==> config.mk <==
export PLATFORM = sky130hd
export DESIGN_NAME = single_wire_sensor_reader
export DESIGN_NICKNAME = d
export VERILOG_FILES = /design/src/design/swsr_pkg.sv /design/src/design/swsr_cfg.sv /design/src/design/swsr_core.sv /design/src/design/single_wire_sensor_reader.sv
export SDC_FILE = /design/constraint.sdc
export NUM_CORES = 1
export LEC_CHECK = 0
export BUFFER_PORTS_ARGS = -buffer_cell sky130_fd_sc_hd__buf_2
export CORE_UTILIZATION = 50
export DETAILED_ROUTE_END_ITERATION = 7
export PLACE_DENSITY_LB_ADDON = 0.05
export SLEW_MARGIN = 15
export SYNTH_ARGS = -nofsm -noshare
export SYNTH_HDL_FRONTEND = slang
export SYNTH_SLANG_ARGS = --single-unit
==> constraint.sdc <==
create_clock -name clk -period 4.79 [get_ports clk]
set_input_delay 1.1975 -clock clk [delete_from_list [all_inputs] [get_ports clk]]
set_output_delay 1.1975 -clock clk [all_outputs]
set_load 0.02 [all_outputs]
==> src/design/swsr_pkg.sv <==
package swsr_pkg;

  localparam int unsigned CfgIdxW = 3;
  localparam int unsigned CfgDataW = 15;

  localparam logic [CfgIdxW-1:0] REG_START_LOW     = 3'd0;
  localparam logic [CfgIdxW-1:0] REG_RELEASE       = 3'd1;
  localparam logic [CfgIdxW-1:0] REG_RESPONSE_WAIT = 3'd2;
  localparam logic [CfgIdxW-1:0] REG_RESPONSE_CHK  = 3'd3;
  localparam logic [CfgIdxW-1:0] REG_BIT_SAMPLE    = 3'd4;
  localparam logic [CfgIdxW-1:0] REG_BYTES_FRAME   = 3'd5;

  localparam logic [14:0] START_LOW_RST     = 15'd18000;
  localparam logic [7:0]  RELEASE_RST       = 8'd20;
  localparam logic [7:0]  RESPONSE_WAIT_RST = 8'd40;
  localparam logic [7:0]  RESPONSE_CHK_RST  = 8'd80;
  localparam logic [7:0]  BIT_SAMPLE_RST    = 8'd40;
  localparam logic [2:0]  BYTES_FRAME_RST   = 3'd5;

  localparam logic [1:0] RESP_NO_LOW  = 2'd0;
  localparam logic [1:0] RESP_PRESENT = 2'd1;
  localparam logic [1:0] RESP_NO_HIGH = 2'd2;

  typedef struct packed {
    logic [14:0] start_low_us;
    logic [7:0]  release_us;
    logic [7:0]  response_wait_us;
    logic [7:0]  response_check_us;
    logic [7:0]  bit_sample_us;
    logic [2:0]  bytes_per_frame;
  } cfg_t;

  typedef struct packed {
    logic       drive_low;
    logic       drive_high;
    logic       response_ready;
    logic [1:0] response_code;
    logic       byte_ready;
    logic [7:0] data_byte;
    logic       last_byte;
    logic       busy_res;
  } res_t;

endpackage

==> src/design/swsr_cfg.sv <==
module swsr_cfg (
  input  logic                              clk,
  input  logic                              rst_n,
  input  logic                              wr_en,
  input  logic [swsr_pkg::CfgIdxW-1:0]      wr_index,
  input  logic [swsr_pkg::CfgDataW-1:0]     wr_data,
  output swsr_pkg::cfg_t                    cfg
);

  swsr_pkg::cfg_t cfg_r;
  swsr_pkg::cfg_t cfg_nxt;

  always_comb begin
    cfg_nxt = cfg_r;
    if (wr_en) begin
      case (wr_index)
        swsr_pkg::REG_START_LOW:     cfg_nxt.start_low_us      = wr_data[14:0];
        swsr_pkg::REG_RELEASE:       cfg_nxt.release_us        = wr_data[7:0];
        swsr_pkg::REG_RESPONSE_WAIT: cfg_nxt.response_wait_us  = wr_data[7:0];
        swsr_pkg::REG_RESPONSE_CHK:  cfg_nxt.response_check_us = wr_data[7:0];
        swsr_pkg::REG_BIT_SAMPLE:    cfg_nxt.bit_sample_us     = wr_data[7:0];
        swsr_pkg::REG_BYTES_FRAME:   cfg_nxt.bytes_per_frame   = wr_data[2:0];
        default: ;
      endcase
    end
  end

  always_ff @(posedge clk) begin
    if (!rst_n) begin
      cfg_r.start_low_us      <= swsr_pkg::START_LOW_RST;
      cfg_r.release_us        <= swsr_pkg::RELEASE_RST;
      cfg_r.response_wait_us  <= swsr_pkg::RESPONSE_WAIT_RST;
      cfg_r.response_check_us <= swsr_pkg::RESPONSE_CHK_RST;
      cfg_r.bit_sample_us     <= swsr_pkg::BIT_SAMPLE_RST;
      cfg_r.bytes_per_frame   <= swsr_pkg::BYTES_FRAME_RST;
    end else begin
      cfg_r <= cfg_nxt;
    end
  end

  assign cfg = cfg_r;

endmodule

==> src/design/swsr_core.sv <==
module swsr_core (
  input  logic            clk,
  input  logic            rst_n,
  input  logic            step,
  input  logic            action,
  input  logic            level,
  input  swsr_pkg::cfg_t  cfg,
  output swsr_pkg::res_t  res
);

  localparam logic [3:0] PH_IDLE       = 4'd0;
  localparam logic [3:0] PH_START_LOW  = 4'd1;
  localparam logic [3:0] PH_DRIVE_HIGH = 4'd2;
  localparam logic [3:0] PH_WAIT1      = 4'd3;
  localparam logic [3:0] PH_WAIT2      = 4'd4;
  localparam logic [3:0] PH_FALL_FAIL  = 4'd5;
  localparam logic [3:0] PH_FALL_GOOD  = 4'd6;
  localparam logic [3:0] PH_BIT_RISE   = 4'd7;
  localparam logic [3:0] PH_BIT_DELAY  = 4'd8;
  localparam logic [3:0] PH_BIT_FALL   = 4'd9;

  logic [3:0]  phase_r, phase_nxt;
  logic [14:0] usec_cnt_r, usec_cnt_nxt;
  logic [2:0]  bit_cnt_r, bit_cnt_nxt;
  logic [7:0]  shift_r, shift_nxt;
  logic [2:0]  byte_cnt_r, byte_cnt_nxt;

  logic [14:0] cnt_inc;
  assign cnt_inc = usec_cnt_r + 15'd1;

  always_comb begin
    logic       finish;
    logic [7:0] fin_byte;
    logic [3:0] byte_cnt_inc;

    phase_nxt    = phase_r;
    usec_cnt_nxt = usec_cnt_r;
    bit_cnt_nxt  = bit_cnt_r;
    shift_nxt    = shift_r;
    byte_cnt_nxt = byte_cnt_r;
    res          = '0;
    finish       = 1'b0;
    fin_byte     = shift_r;
    byte_cnt_inc = {1'b0, byte_cnt_r} + 4'd1;

    if (action) begin
      phase_nxt    = PH_START_LOW;
      usec_cnt_nxt = '0;
      bit_cnt_nxt  = '0;
      shift_nxt    = '0;
      byte_cnt_nxt = '0;
    end else begin
      case (phase_r)
        PH_IDLE: ;
        PH_START_LOW: begin
          usec_cnt_nxt = cnt_inc;
          if (cnt_inc >= cfg.start_low_us) begin
            phase_nxt    = PH_DRIVE_HIGH;
            usec_cnt_nxt = '0;
          end
        end
        PH_DRIVE_HIGH: begin
          usec_cnt_nxt = cnt_inc;
          if (cnt_inc >= {7'd0, cfg.release_us}) begin
            phase_nxt    = PH_WAIT1;
            usec_cnt_nxt = '0;
          end
        end
        PH_WAIT1: begin
          usec_cnt_nxt = cnt_inc;
          if (cnt_inc >= {7'd0, cfg.response_wait_us}) begin
            usec_cnt_nxt = '0;
            if (!level) begin
              phase_nxt = PH_WAIT2;
            end else begin
              res.response_ready = 1'b1;
              res.response_code  = swsr_pkg::RESP_NO_LOW;
              phase_nxt          = PH_FALL_FAIL;
            end
          end
        end
        PH_WAIT2: begin
          usec_cnt_nxt = cnt_inc;
          if (cnt_inc >= {7'd0, cfg.response_check_us}) begin
            usec_cnt_nxt       = '0;
            res.response_ready = 1'b1;
            if (level) begin
              res.response_code = swsr_pkg::RESP_PRESENT;
              phase_nxt         = PH_FALL_GOOD;
            end else begin
              res.response_code = swsr_pkg::RESP_NO_HIGH;
              phase_nxt         = PH_IDLE;
            end
          end
        end
        PH_FALL_FAIL: begin
          if (!level) phase_nxt = PH_IDLE;
        end
        PH_FALL_GOOD: begin
          if (!level) phase_nxt = PH_BIT_RISE;
        end
        PH_BIT_RISE: begin
          if (level) begin
            phase_nxt    = PH_BIT_DELAY;
            usec_cnt_nxt = '0;
          end
        end
        PH_BIT_DELAY: begin
          usec_cnt_nxt = cnt_inc;
          if (cnt_inc >= {7'd0, cfg.bit_sample_us}) begin
            usec_cnt_nxt = '0;
            fin_byte     = {shift_r[6:0], level};
            shift_nxt    = fin_byte;
            if (level) phase_nxt = PH_BIT_FALL;
            else       finish    = 1'b1;
          end
        end
        PH_BIT_FALL: begin
          if (!level) finish = 1'b1;
        end
        default: phase_nxt = PH_IDLE;
      endcase

      // bit close-out: a byte goes out after its eighth bit
      if (finish) begin
        if (bit_cnt_r == 3'd7) begin
          res.byte_ready = 1'b1;
          res.data_byte  = fin_byte;
          shift_nxt      = '0;
          bit_cnt_nxt    = '0;
          if (byte_cnt_inc >= {1'b0, cfg.bytes_per_frame}) begin
            res.last_byte = 1'b1;
            byte_cnt_nxt  = '0;
            phase_nxt     = PH_IDLE;
          end else begin
            byte_cnt_nxt = byte_cnt_inc[2:0];
            phase_nxt    = PH_BIT_RISE;
          end
        end else begin
          bit_cnt_nxt = bit_cnt_r + 3'd1;
          phase_nxt   = PH_BIT_RISE;
        end
      end
    end

    res.drive_low  = (phase_nxt == PH_START_LOW);
    res.drive_high = (phase_nxt == PH_DRIVE_HIGH);
    res.busy_res   = (phase_nxt != PH_IDLE);
  end

  always_ff @(posedge clk) begin
    if (!rst_n) begin
      phase_r    <= PH_IDLE;
      usec_cnt_r <= '0;
      bit_cnt_r  <= '0;
      shift_r    <= '0;
      byte_cnt_r <= '0;
    end else if (step) begin
      phase_r    <= phase_nxt;
      usec_cnt_r <= usec_cnt_nxt;
      bit_cnt_r  <= bit_cnt_nxt;
      shift_r    <= shift_nxt;
      byte_cnt_r <= byte_cnt_nxt;
    end
  end

`ifndef SYNTHESIS
  // counter only runs in timed phases
  a_cnt_idle: assert property (@(posedge clk) disable iff (!rst_n)
    (phase_r == PH_IDLE) |-> (usec_cnt_r == 15'd0))
    else $error("timer running while idle");

  // a bit being assembled only exists while reading data
  a_bits_idle: assert property (@(posedge clk) disable iff (!rst_n)
    (phase_r == PH_IDLE) |-> (bit_cnt_r == 3'd0))
    else $error("bit count left over in idle");

  // state only moves on an accepted step
  a_hold: assert property (@(posedge clk) disable iff (!rst_n)
    !step |=> $stable(phase_r))
    else $error("phase changed without a step");
`endif

endmodule

==> src/design/single_wire_sensor_reader.sv <==
// An accepted request is held in the input register, then goes through the step
//   logic into the result register before it shows on out_*.
// Throughput: one request per cycle while out_stall is low; one result per request.
// Reset (rst_n low, synchronous): both pipeline stages empty, sequencer idle
//   with counters cleared, configuration registers back to their defaults.
module single_wire_sensor_reader (
  input  logic                          clk,
  input  logic                          rst_n,

  input  logic                          in_valid,
  output logic                          in_stall,
  input  logic                          in_action,
  input  logic                          in_line_level,

  output logic                          out_valid,
  input  logic                          out_stall,
  output logic                          out_drive_low,
  output logic                          out_drive_high,
  output logic                          out_response_ready,
  output logic [1:0]                    out_response_code,
  output logic                          out_byte_ready,
  output logic [7:0]                    out_data_byte,
  output logic                          out_last_byte,
  output logic                          out_busy_res,

  input  logic                          cfg_valid,
  output logic                          cfg_ready,
  input  logic [swsr_pkg::CfgIdxW-1:0]  cfg_index,
  input  logic [swsr_pkg::CfgDataW-1:0] cfg_data
);

  swsr_pkg::cfg_t cfg;
  swsr_pkg::res_t res;
  swsr_pkg::res_t res_r;

  logic in_valid_r, in_valid_nxt;
  logic action_r, level_r;
  logic out_valid_r, out_valid_nxt;
  logic out_free, advance, in_load;

  assign cfg_ready = 1'b1;

  swsr_cfg u_cfg (
    .clk      (clk),
    .rst_n    (rst_n),
    .wr_en    (cfg_valid & cfg_ready),
    .wr_index (cfg_index),
    .wr_data  (cfg_data),
    .cfg      (cfg)
  );

  assign out_free = !out_valid_r || !out_stall;
  assign advance  = in_valid_r && out_free;
  assign in_stall = in_valid_r && !out_free;
  assign in_load  = in_valid && !in_stall;

  assign in_valid_nxt  = in_load ? 1'b1 : (advance ? 1'b0 : in_valid_r);
  assign out_valid_nxt = out_free ? advance : out_valid_r;

  swsr_core u_core (
    .clk    (clk),
    .rst_n  (rst_n),
    .step   (advance),
    .action (action_r),
    .level  (level_r),
    .cfg    (cfg),
    .res    (res)
  );

  always_ff @(posedge clk) begin
    if (!rst_n) begin
      in_valid_r  <= 1'b0;
      out_valid_r <= 1'b0;
    end else begin
      in_valid_r  <= in_valid_nxt;
      out_valid_r <= out_valid_nxt;
    end
  end

  always_ff @(posedge clk) begin
    if (in_load) begin
      action_r <= in_action;
      level_r  <= in_line_level;
    end
    if (advance) begin
      res_r <= res;
    end
  end

  assign out_valid          = out_valid_r;
  assign out_drive_low      = res_r.drive_low;
  assign out_drive_high     = res_r.drive_high;
  assign out_response_ready = res_r.response_ready;
  assign out_response_code  = res_r.response_code;
  assign out_byte_ready     = res_r.byte_ready;
  assign out_data_byte      = res_r.data_byte;
  assign out_last_byte      = res_r.last_byte;
  assign out_busy_res       = res_r.busy_res;

`ifndef SYNTHESIS
  a_drive_excl: assert property (@(posedge clk) disable iff (!rst_n)
    out_valid_r |-> !(out_drive_low && out_drive_high))
    else $error("line driven low and high together");

  // the last byte of a frame ends the transaction
  a_last_idle: assert property (@(posedge clk) disable iff (!rst_n)
    (out_valid_r && out_last_byte) |-> (out_byte_ready && !out_busy_res))
    else $error("last byte without frame end");

  a_byte_quiet: assert property (@(posedge clk) disable iff (!rst_n)
    (out_valid_r && !out_byte_ready) |-> (out_data_byte == 8'd0 && !out_last_byte))
    else $error("byte fields set without a byte");

  // only the missing-high response ends the transaction at once
  a_resp_busy: assert property (@(posedge clk) disable iff (!rst_n)
    (out_valid_r && out_response_ready && out_response_code != swsr_pkg::RESP_NO_HIGH)
      |-> out_busy_res)
    else $error("response concluded but block went idle");

  // a stalled input request moves on as soon as the result slot frees
  a_no_bubble: assert property (@(posedge clk) disable iff (!rst_n)
    (in_valid_r && !out_valid_r) |=> out_valid_r)
    else $error("held request not advanced into empty result slot");
`endif

endmodule

Yosys cells after proc, flatten, opt, wreduce, memory -nomap -nowiden

Index checks and enable logic that the tools add are counted.

Register bits after elaboration: 103
Bits of input ports: 25
Output and inout bits: 19
Word-level logic and storage cells: 128

$add $sub $neg: 3
$lt $le $gt $ge: 6
Eq/ne operators: 18
Mux-type cells: 49
Bitwise operators: 2
Reductions and logical operators: 27

Operators by type and width:

| cell                    | count |
|---|---|
| $mux W15                | 7 |
| $pmux W15 S6            | 1 |
| $ge A15 B8 Y1           | 4 |
| $mux W4                 | 11 |
| $mux W8                 | 5 |
| $mux W3                 | 13 |
| $pmux W4 S9             | 1 |
| $eq A4 B3 Y1 const B    | 4 |
| $add A15 B1 Y15 const B | 1 |
| $ge A15 B15 Y1          | 1 |
| $reduce_and A2 Y1       | 7 |
| $eq A4 B2 Y1 const B    | 3 |
| $mux W10                | 1 |
| $eq A3 B3 Y1 const B    | 3 |
| $eq A4 B1 Y1 const B    | 2 |
| $eq A4 B4 Y1 const B    | 2 |
| $mux W1                 | 7 |
| $reduce_bool A7 Y1      | 1 |
| $eq A3 B2 Y1 const B    | 2 |
| $pmux W3 S2             | 1 |
| $reduce_and A3 Y1       | 2 |
| $reduce_bool A2 Y1      | 3 |
| $add A3 B1 Y4 const B   | 1 |
| $ge A4 B3 Y1            | 1 |
| other kinds (14)        | 21 |

Longest topological paths before layout

Gate-level depths: netlist of the first run.

Word-level depth: 8
Gate-level depth with buffers: 15
Gate-level depth less buffers: 14

Hierarchy

From an unflattened synthesis of the first run, not the netlist that was laid out.

Cell total of the unflattened synthesis: 702
Area, all modules: 6369.9 µm²

Modules (own cells, without submodules):

| module                    | times used | cells each | area an instance (µm²) | seq. area each (µm²) |
|---|---|---|---|---|
| swsr_core                 | 1          | 482        | 3769.9                 | 660.6 |
| swsr_cfg                  | 1          | 192        | 1964.4                 | 1001.0 |
| single_wire_sensor_reader | 1          | 28         | 635.6                  | 580.6 |

Worst setup path after synthesis of the first run

No wires, ideal clock.

Kind: reg-to-reg
From: register u_core.usec_cnt_r[0]
To: register res_r (netlist bit out_busy_res), data pin
Library setup time: 0.265 ns
Data arrival time: 3.531 ns
Required time: 4.525 ns
Path slack: 0.994 ns
Stages on the path, launching flop included: 14
Path buffers: 0
Clock period less this slack: 3.796 ns
Cells stage by stage: dfxtp_1 ha_1 nand3_1 xnor2_1 ha_1 a21oi_1 o21ai_0 a221oi_1 nand2_1 o31a_1 o21a_1 or4_4 o31a_1 or3_1

RTL lines:

| what                     | line                            | text |
|---|---|---|
| start: declaration       | swsr_core.sv:23                 | `logic [14:0] usec_cnt_r, usec_cnt_nxt;` |
| start signal: assignment | swsr_core.sv:160                | `usec_cnt_r <= usec_cnt_nxt;` |
| end signal: assignment   | single_wire_sensor_reader.sv:86 | `res_r <= res;` |
| end: declaration         | single_wire_sensor_reader.sv:34 | `swsr_pkg::res_t res_r;` |

==> flow_summary.ini, run 1 <==
[clocking]
cts_tree = built
clk_latency_ns = 0.36
cts.sinks = 103
numCtsBuffers = 9
hold_buffers = 0
cts-root-buf = clkbuf_16
clockBufferDepth = 2
clk_pin_slew_ns = 0.07
cts-htree-levels = 3
postCtsSetupRepairBufs = 0
post_cts_resized = 0

[logic_synthesis]
synth_area_um2 = 5970
yosysTopAreaCell = dfxtp_1
synth_common_cells = 145 x nand2_1, 85 x dfxtp_1, 52 x ha_1, 50 x inv_1, 38 x a21boi_0
syn_nets = 778
synth.most_common_cell = nand2_1
synth_edf_count = 18
netlist.area_leader.share_pct = 28.5
avgSynthCellArea_um2 = 8.51
async_reset_ff_share_pct = 0
netlist_instances = 701
ys_seq_area_share_pct = 37.6
synth_area_leaders = dfxtp_1 29%, ha_1 11%, nand2_1 9.1%
synthFlopType = dfxtp_1
yosys_warnings = 0
synth-seq-cells = 103
synth_cell_types = 64

[timing]
finalMaxSlewViolations = 0
skew_ns = 0.00934
grt_setup_unrepaired = false
hold_viol_final = 0
finalSetupTns_ns = 0
period_share_pct = 88.5
whs_ns = 0.465
fin_crit_ns = 4.24
setup_violations = 0
fmax_mhz = 236
fin_ws_ns = 0.553
max-slew-margin-rel_pct = 33.3
tightestPinTransition_ns = 0.993

[worst_setup_path]
worst_setup_path_start_kind = flop
end_kind = flop
cp_data_required_time_ns = 4.90
max_stage_delay_ns = 0.58
cp_cell_sequence = and3_4 -> nand3_1 -> xnor2_1 -> ha_1 -> a21oi_1 -> nor2_1 -> a211oi_1 -> o31ai_1 -> o31a_1 -> o21a_1 -> or4_4 -> o31a_1 -> or3_1
crit_arrival_ns = 4.34
slowest_stage = xnor2_1
crit_top_cell = o31a_1
critPathKind = flop to flop
path_buf_inv = 0
crit_family = simple AND/OR/NAND/NOR gates
cp_max_fo = 8

[pwr]
ir_drop_mv = 0.202
power_mw = 1.82
leakage_nw = 2.82
pwr_density_cell_nw_per_um2 = 275

[layout]
fin_util_pct = 57.5
nets = 812
final_area_um2 = 6630
areaGrowthSynthToFinish_pct = 11.0
antenna_cells = 0
layout.area.seq_um2 = 2240
multi_input_area_um2 = 3440
instances_no_fill = 883
n_fill_cell = 1083
drive_above_1_share_pct = 11.2

[global_routing]
track_usage_pct = 24.0
antenna_found_initial = 0
grt_pass1_vias = 4717
grt_max_degree = 35
grt_overflow = 0
grt_pass1_wl_mm = 23.5

[routing]
wl_met3_um = 497
wl_met1_mm = 6.75
drtIter0Drc = 281
ant_nets = 0
dr.pass1.iters = 6
wl_per_cell_um = 15.8
vias_per_cell = 5.49
finalWirelength_mm = 13.9
wl_met2_mm = 6.44
routed.top_layer = met4
vias = 4850
drc = 2

[floorplan]
start_util_pct = 51.8
fp.coreArea_um2 = 11500
die_x_um = 111
die_h_um = 111
dieArea_um2 = 12400
ios = 44
rows = 39

[status]
status = finished with violations
violations = DRC

[placement]
dp_cells = 867
dpl_cell_area_um2 = 6310
dp_slack_ns = 0.584
dp_hpwl_mm = 10.3
io_buffers = 42
place_congestion = 0.878

[min_path]
hp-class = flop to flop

[flow_run]
cap_viol_max_count = 0
placed cells by master, fill, tap and decap left out, types with 5 or more instances in the layout:
| cell type | n |
|---|---|
| nand2_1 | 145 |
| dfxtp_1 | 85 |
| ha_1 | 52 |
| inv_1 | 50 |
| buf_2 | 42 |
| a21boi_0 | 37 |
| nor2_1 | 36 |
| nand2b_1 | 26 |
| a21oi_1 | 22 |
| o21ai_0 | 18 |
| edfxtp_1 | 18 |
| mux2i_1 | 15 |
| nand3_1 | 14 |
| o211ai_1 | 14 |
| nor2b_1 | 12 |
| clkbuf_16 | 10 |
| xnor2_1 | 9 |
| o21a_1 | 9 |
| nor3_1 | 9 |
| a21o_1 | 8 |
| a22o_1 | 8 |
| nand4_1 | 7 |
| buf_4 | 7 |
| and3_1 | 5 |
| a31oi_1 | 5 |
| o31a_1 | 5 |
| nor4_1 | 5 |
| and2_1 | 5 |
flip-flops by register name, indices dropped and copies added (netlist names), 2 cells and up:
| name | count |
|---|---|
| out_response_code | 2 |
| u_core.phase_r | 4 |
| u_core.byte_cnt_r | 3 |
| u_cfg.cfg | 50 |
| u_core.shift_r | 8 |
| u_core.usec_cnt_r | 15 |
| u_core.bit_cnt_r | 3 |
| out_data_byte | 8 |
power by group:
part	leakage, nW	switching (mW)	internal [mW]
Clock	0.154	0.331	0.451
Combinational	1.81	0.0820	0.0473
Sequential	0.856	0.0127	0.899
path summary, 6_finish.rpt:
path,from,cells after the start,endpoint,slack [ns]
min,u_cfg.cfg[47],2,u_cfg.cfg[47],0.46
min reg2reg,u_cfg.cfg[47],2,u_cfg.cfg[47],0.46
max,u_core.usec_cnt_r[2],13,out_busy_res,0.55
max reg2reg,u_core.usec_cnt_r[2],13,out_busy_res,0.55
cells by family (layout without fill, tap and decap cells):
logic type	Yosys count	after routing	synth area share (%)
simple gates	291	291	23.8
compound gates	148	148	17.7
flops	103	103	37.6
buf+inv	76	115	5.01
fa+ha+maj	52	52	10.9
mux	16	16	2.77
xor+xnor	14	14	2.18
other cells	1	1	0.0628
area by class of cell:
type | count | area share (%)
Tap cell | 143 | 2.70
Clock inverter | 4 | 0.774
Clock buffer | 12 | 4.04
Timing Repair Buffer | 49 | 3.97
Sequential cell | 103 | 33.8
Multi-Input combinational cell | 522 | 51.9
Inverter | 50 | 2.83
worst reg2reg max path: stages (launching register included):
cell      delay [ns]
dfxtp_1         0.48
and3_4          0.27
nand3_1         0.10
xnor2_1         0.58
ha_1            0.38
a21oi_1         0.13
nor2_1          0.06
a211oi_1        0.21
o31ai_1         0.19
o31a_1          0.28
o21a_1          0.18
or4_4           0.54
o31a_1          0.27
or3_1           0.34
routing by layer:
| metal | track usage [%] | vias to the layer above |
|---|---|---|
| met5 | 0 | - |
| met4 | 8.65 | 0 |
| met3 | 4.81 | 19 |
| met2 | 39.5 | 94 |
| met1 | 31.1 | 2247 |
| li1 | - | 2490 |
Note: power is estimated with default switching activity, not from simulation.
==> run 2: changes to the inputs <==
- CORE_UTILIZATION: 50 -> 60
- PLACE_DENSITY_LB_ADDON: 0.05 -> 0.12
==> flow_summary.ini, run 2 (synthesized netlist as in run 1, its figures left out) <==
[status]
status = finished clean

[pwr]
clock_power_share_pct = 33.5
leakage_nw = 2.74
combPwrFrac_pct = 8.2
power.switching_mw = 0.423
pwr_density_cell_nw_per_um2 = 242
p_int_mw = 1.14
ir_drop_mv = 0.171
p_seq_share_pct = 58.3
p_sw_share_pct = 27.0

[clocking]
postCtsSetupRepairBufs = 0
cts-root-buf = clkbuf_8
cts_tree = built
clk_pin_slew_ns = 0.11
post_cts_resized = 0
hold_buffers = 0
clk_latency_ns = 0.38
cts-htree-levels = 3
numCtsBuffers = 9
clockBufferDepth = 2
cts.sinks = 103

[routing]
finalWirelength_mm = 13.5
ant_nets = 0
wl_per_cell_um = 15.5
drtIter0Drc = 215
vias = 4957
dr.pass1.iters = 4
drc = 0
vias_per_cell = 5.69

[global_routing]
track_usage_pct = 27.7
grt_pass1_vias = 4487
antenna_found_initial = 0
grt_max_degree = 39
grt_pass1_wl_mm = 22.1
grt_overflow = 0

[timing]
finalSetupTns_ns = 0
max-slew-margin-rel_pct = 30.0
finalMaxSlewViolations = 0
fmax_mhz = 240
fin_crit_ns = 4.17
skew_ns = 0.00815
grt_setup_unrepaired = false
hold_viol_final = 0
fin_ws_ns = 0.624
period_share_pct = 87.0
tightestPinTransition_ns = 1.04
setup_violations = 0
whs_ns = 0.472

[layout]
fin_util_pct = 66.8
areaGrowthSynthToFinish_pct = 8.32
drive_above_1_share_pct = 11.0
n_fill_cell = 844
final_cell_mix = 145 x nand2_1, 85 x dfxtp_1, 52 x ha_1
nets = 810
layout_commonest_cell = nand2_1
largest_reg_flops = 50
antenna_cells = 0
instances_no_fill = 871

[worst_setup_path]
cp_data_required_time_ns = 4.93
cp_max_fo = 8
worst_setup_path_start_kind = flop
end_kind = flop
critPathKind = flop to flop
crit_arrival_ns = 4.30

[min_path]
hp-class = flop to flop

[floorplan]
rows = 36
ios = 44
fp.coreArea_um2 = 9680
start_util_pct = 61.6
die_h_um = 102
die_x_um = 102
dieArea_um2 = 10400

[placement]
io_buffers = 42
dp_hpwl_mm = 10.2
dp_slack_ns = 0.677
dp_cells = 855
place_congestion = 0.959

[flow_run]
cap_viol_max_count = 0
==> run 2: changes by cell type in the layout (fill, tap and decap cells not counted), sizes merged <==
cell,previous run,this run
clkbuf,12,9
bufinv,1,0
inv,50,54
buf,49,47
==> run 2: final timing paths <==
kind,start,end,slack (ns),depth (start not counted)
max,u_core.usec_cnt_r[2],out_busy_res,0.62,13
min,u_cfg.cfg[32],u_cfg.cfg[32],0.47,2
max reg2reg,u_core.usec_cnt_r[2],out_busy_res,0.62,13
min reg2reg,u_cfg.cfg[32],u_cfg.cfg[32],0.47,2
==> run 2: power groups by stage <==
stage	logic [mW]	clock network, mW	registers, mW
final	0.129	0.525	0.912
after CTS	0.128	0.529	0.912
after floorplan	0.0767	0	0.935
after global routing	0.144	0.571	0.915
after global placement	0.123	0	0.932
after detailed placement	0.127	0	0.932
==> run 2: layout make-up <==
type	count	area [µm²]	area share (%)
clock buffers	9	124	1.92
clock inverters	7	55.1	0.852
inverters	50	188	2.90
multi-input cells	522	3440	53.2
flip-flops and latches	103	2240	34.7
well taps	133	166	2.57
repair buffers	47	248	3.83
==> run 2: critical path, cell delays in order (launching register included) <==
cell      delay (ns)
dfxtp_1         0.49
and3_4          0.27
nand3_1         0.09
xnor2_1         0.52
ha_1            0.36
a21oi_1         0.13
nor2_1          0.06
a211oi_1        0.20
o31ai_1         0.18
o31a_1          0.27
o21a_1          0.18
or4_4           0.55
o31a_1          0.27
or3_1           0.34
==> run 2: stage by stage <==
stage,cell area [µm²],total power [mW]
final,6460,1.57
after global routing,6460,1.63
after global placement,6280,1.05
after floorplan,5970,1.01
after CTS,6460,1.57
after detailed placement,6280,1.06
==> run 2: routing by layer <==
layer | wire length (µm) | up-vias | GRT usage (%)
met5 | 0 | - | 0
met4 | 335 | 0 | 9.25
met3 | 549 | 27 | 5.38
met2 | 6250 | 132 | 44.7
met1 | 6390 | 2301 | 36.9
li1 | - | 2497 | -
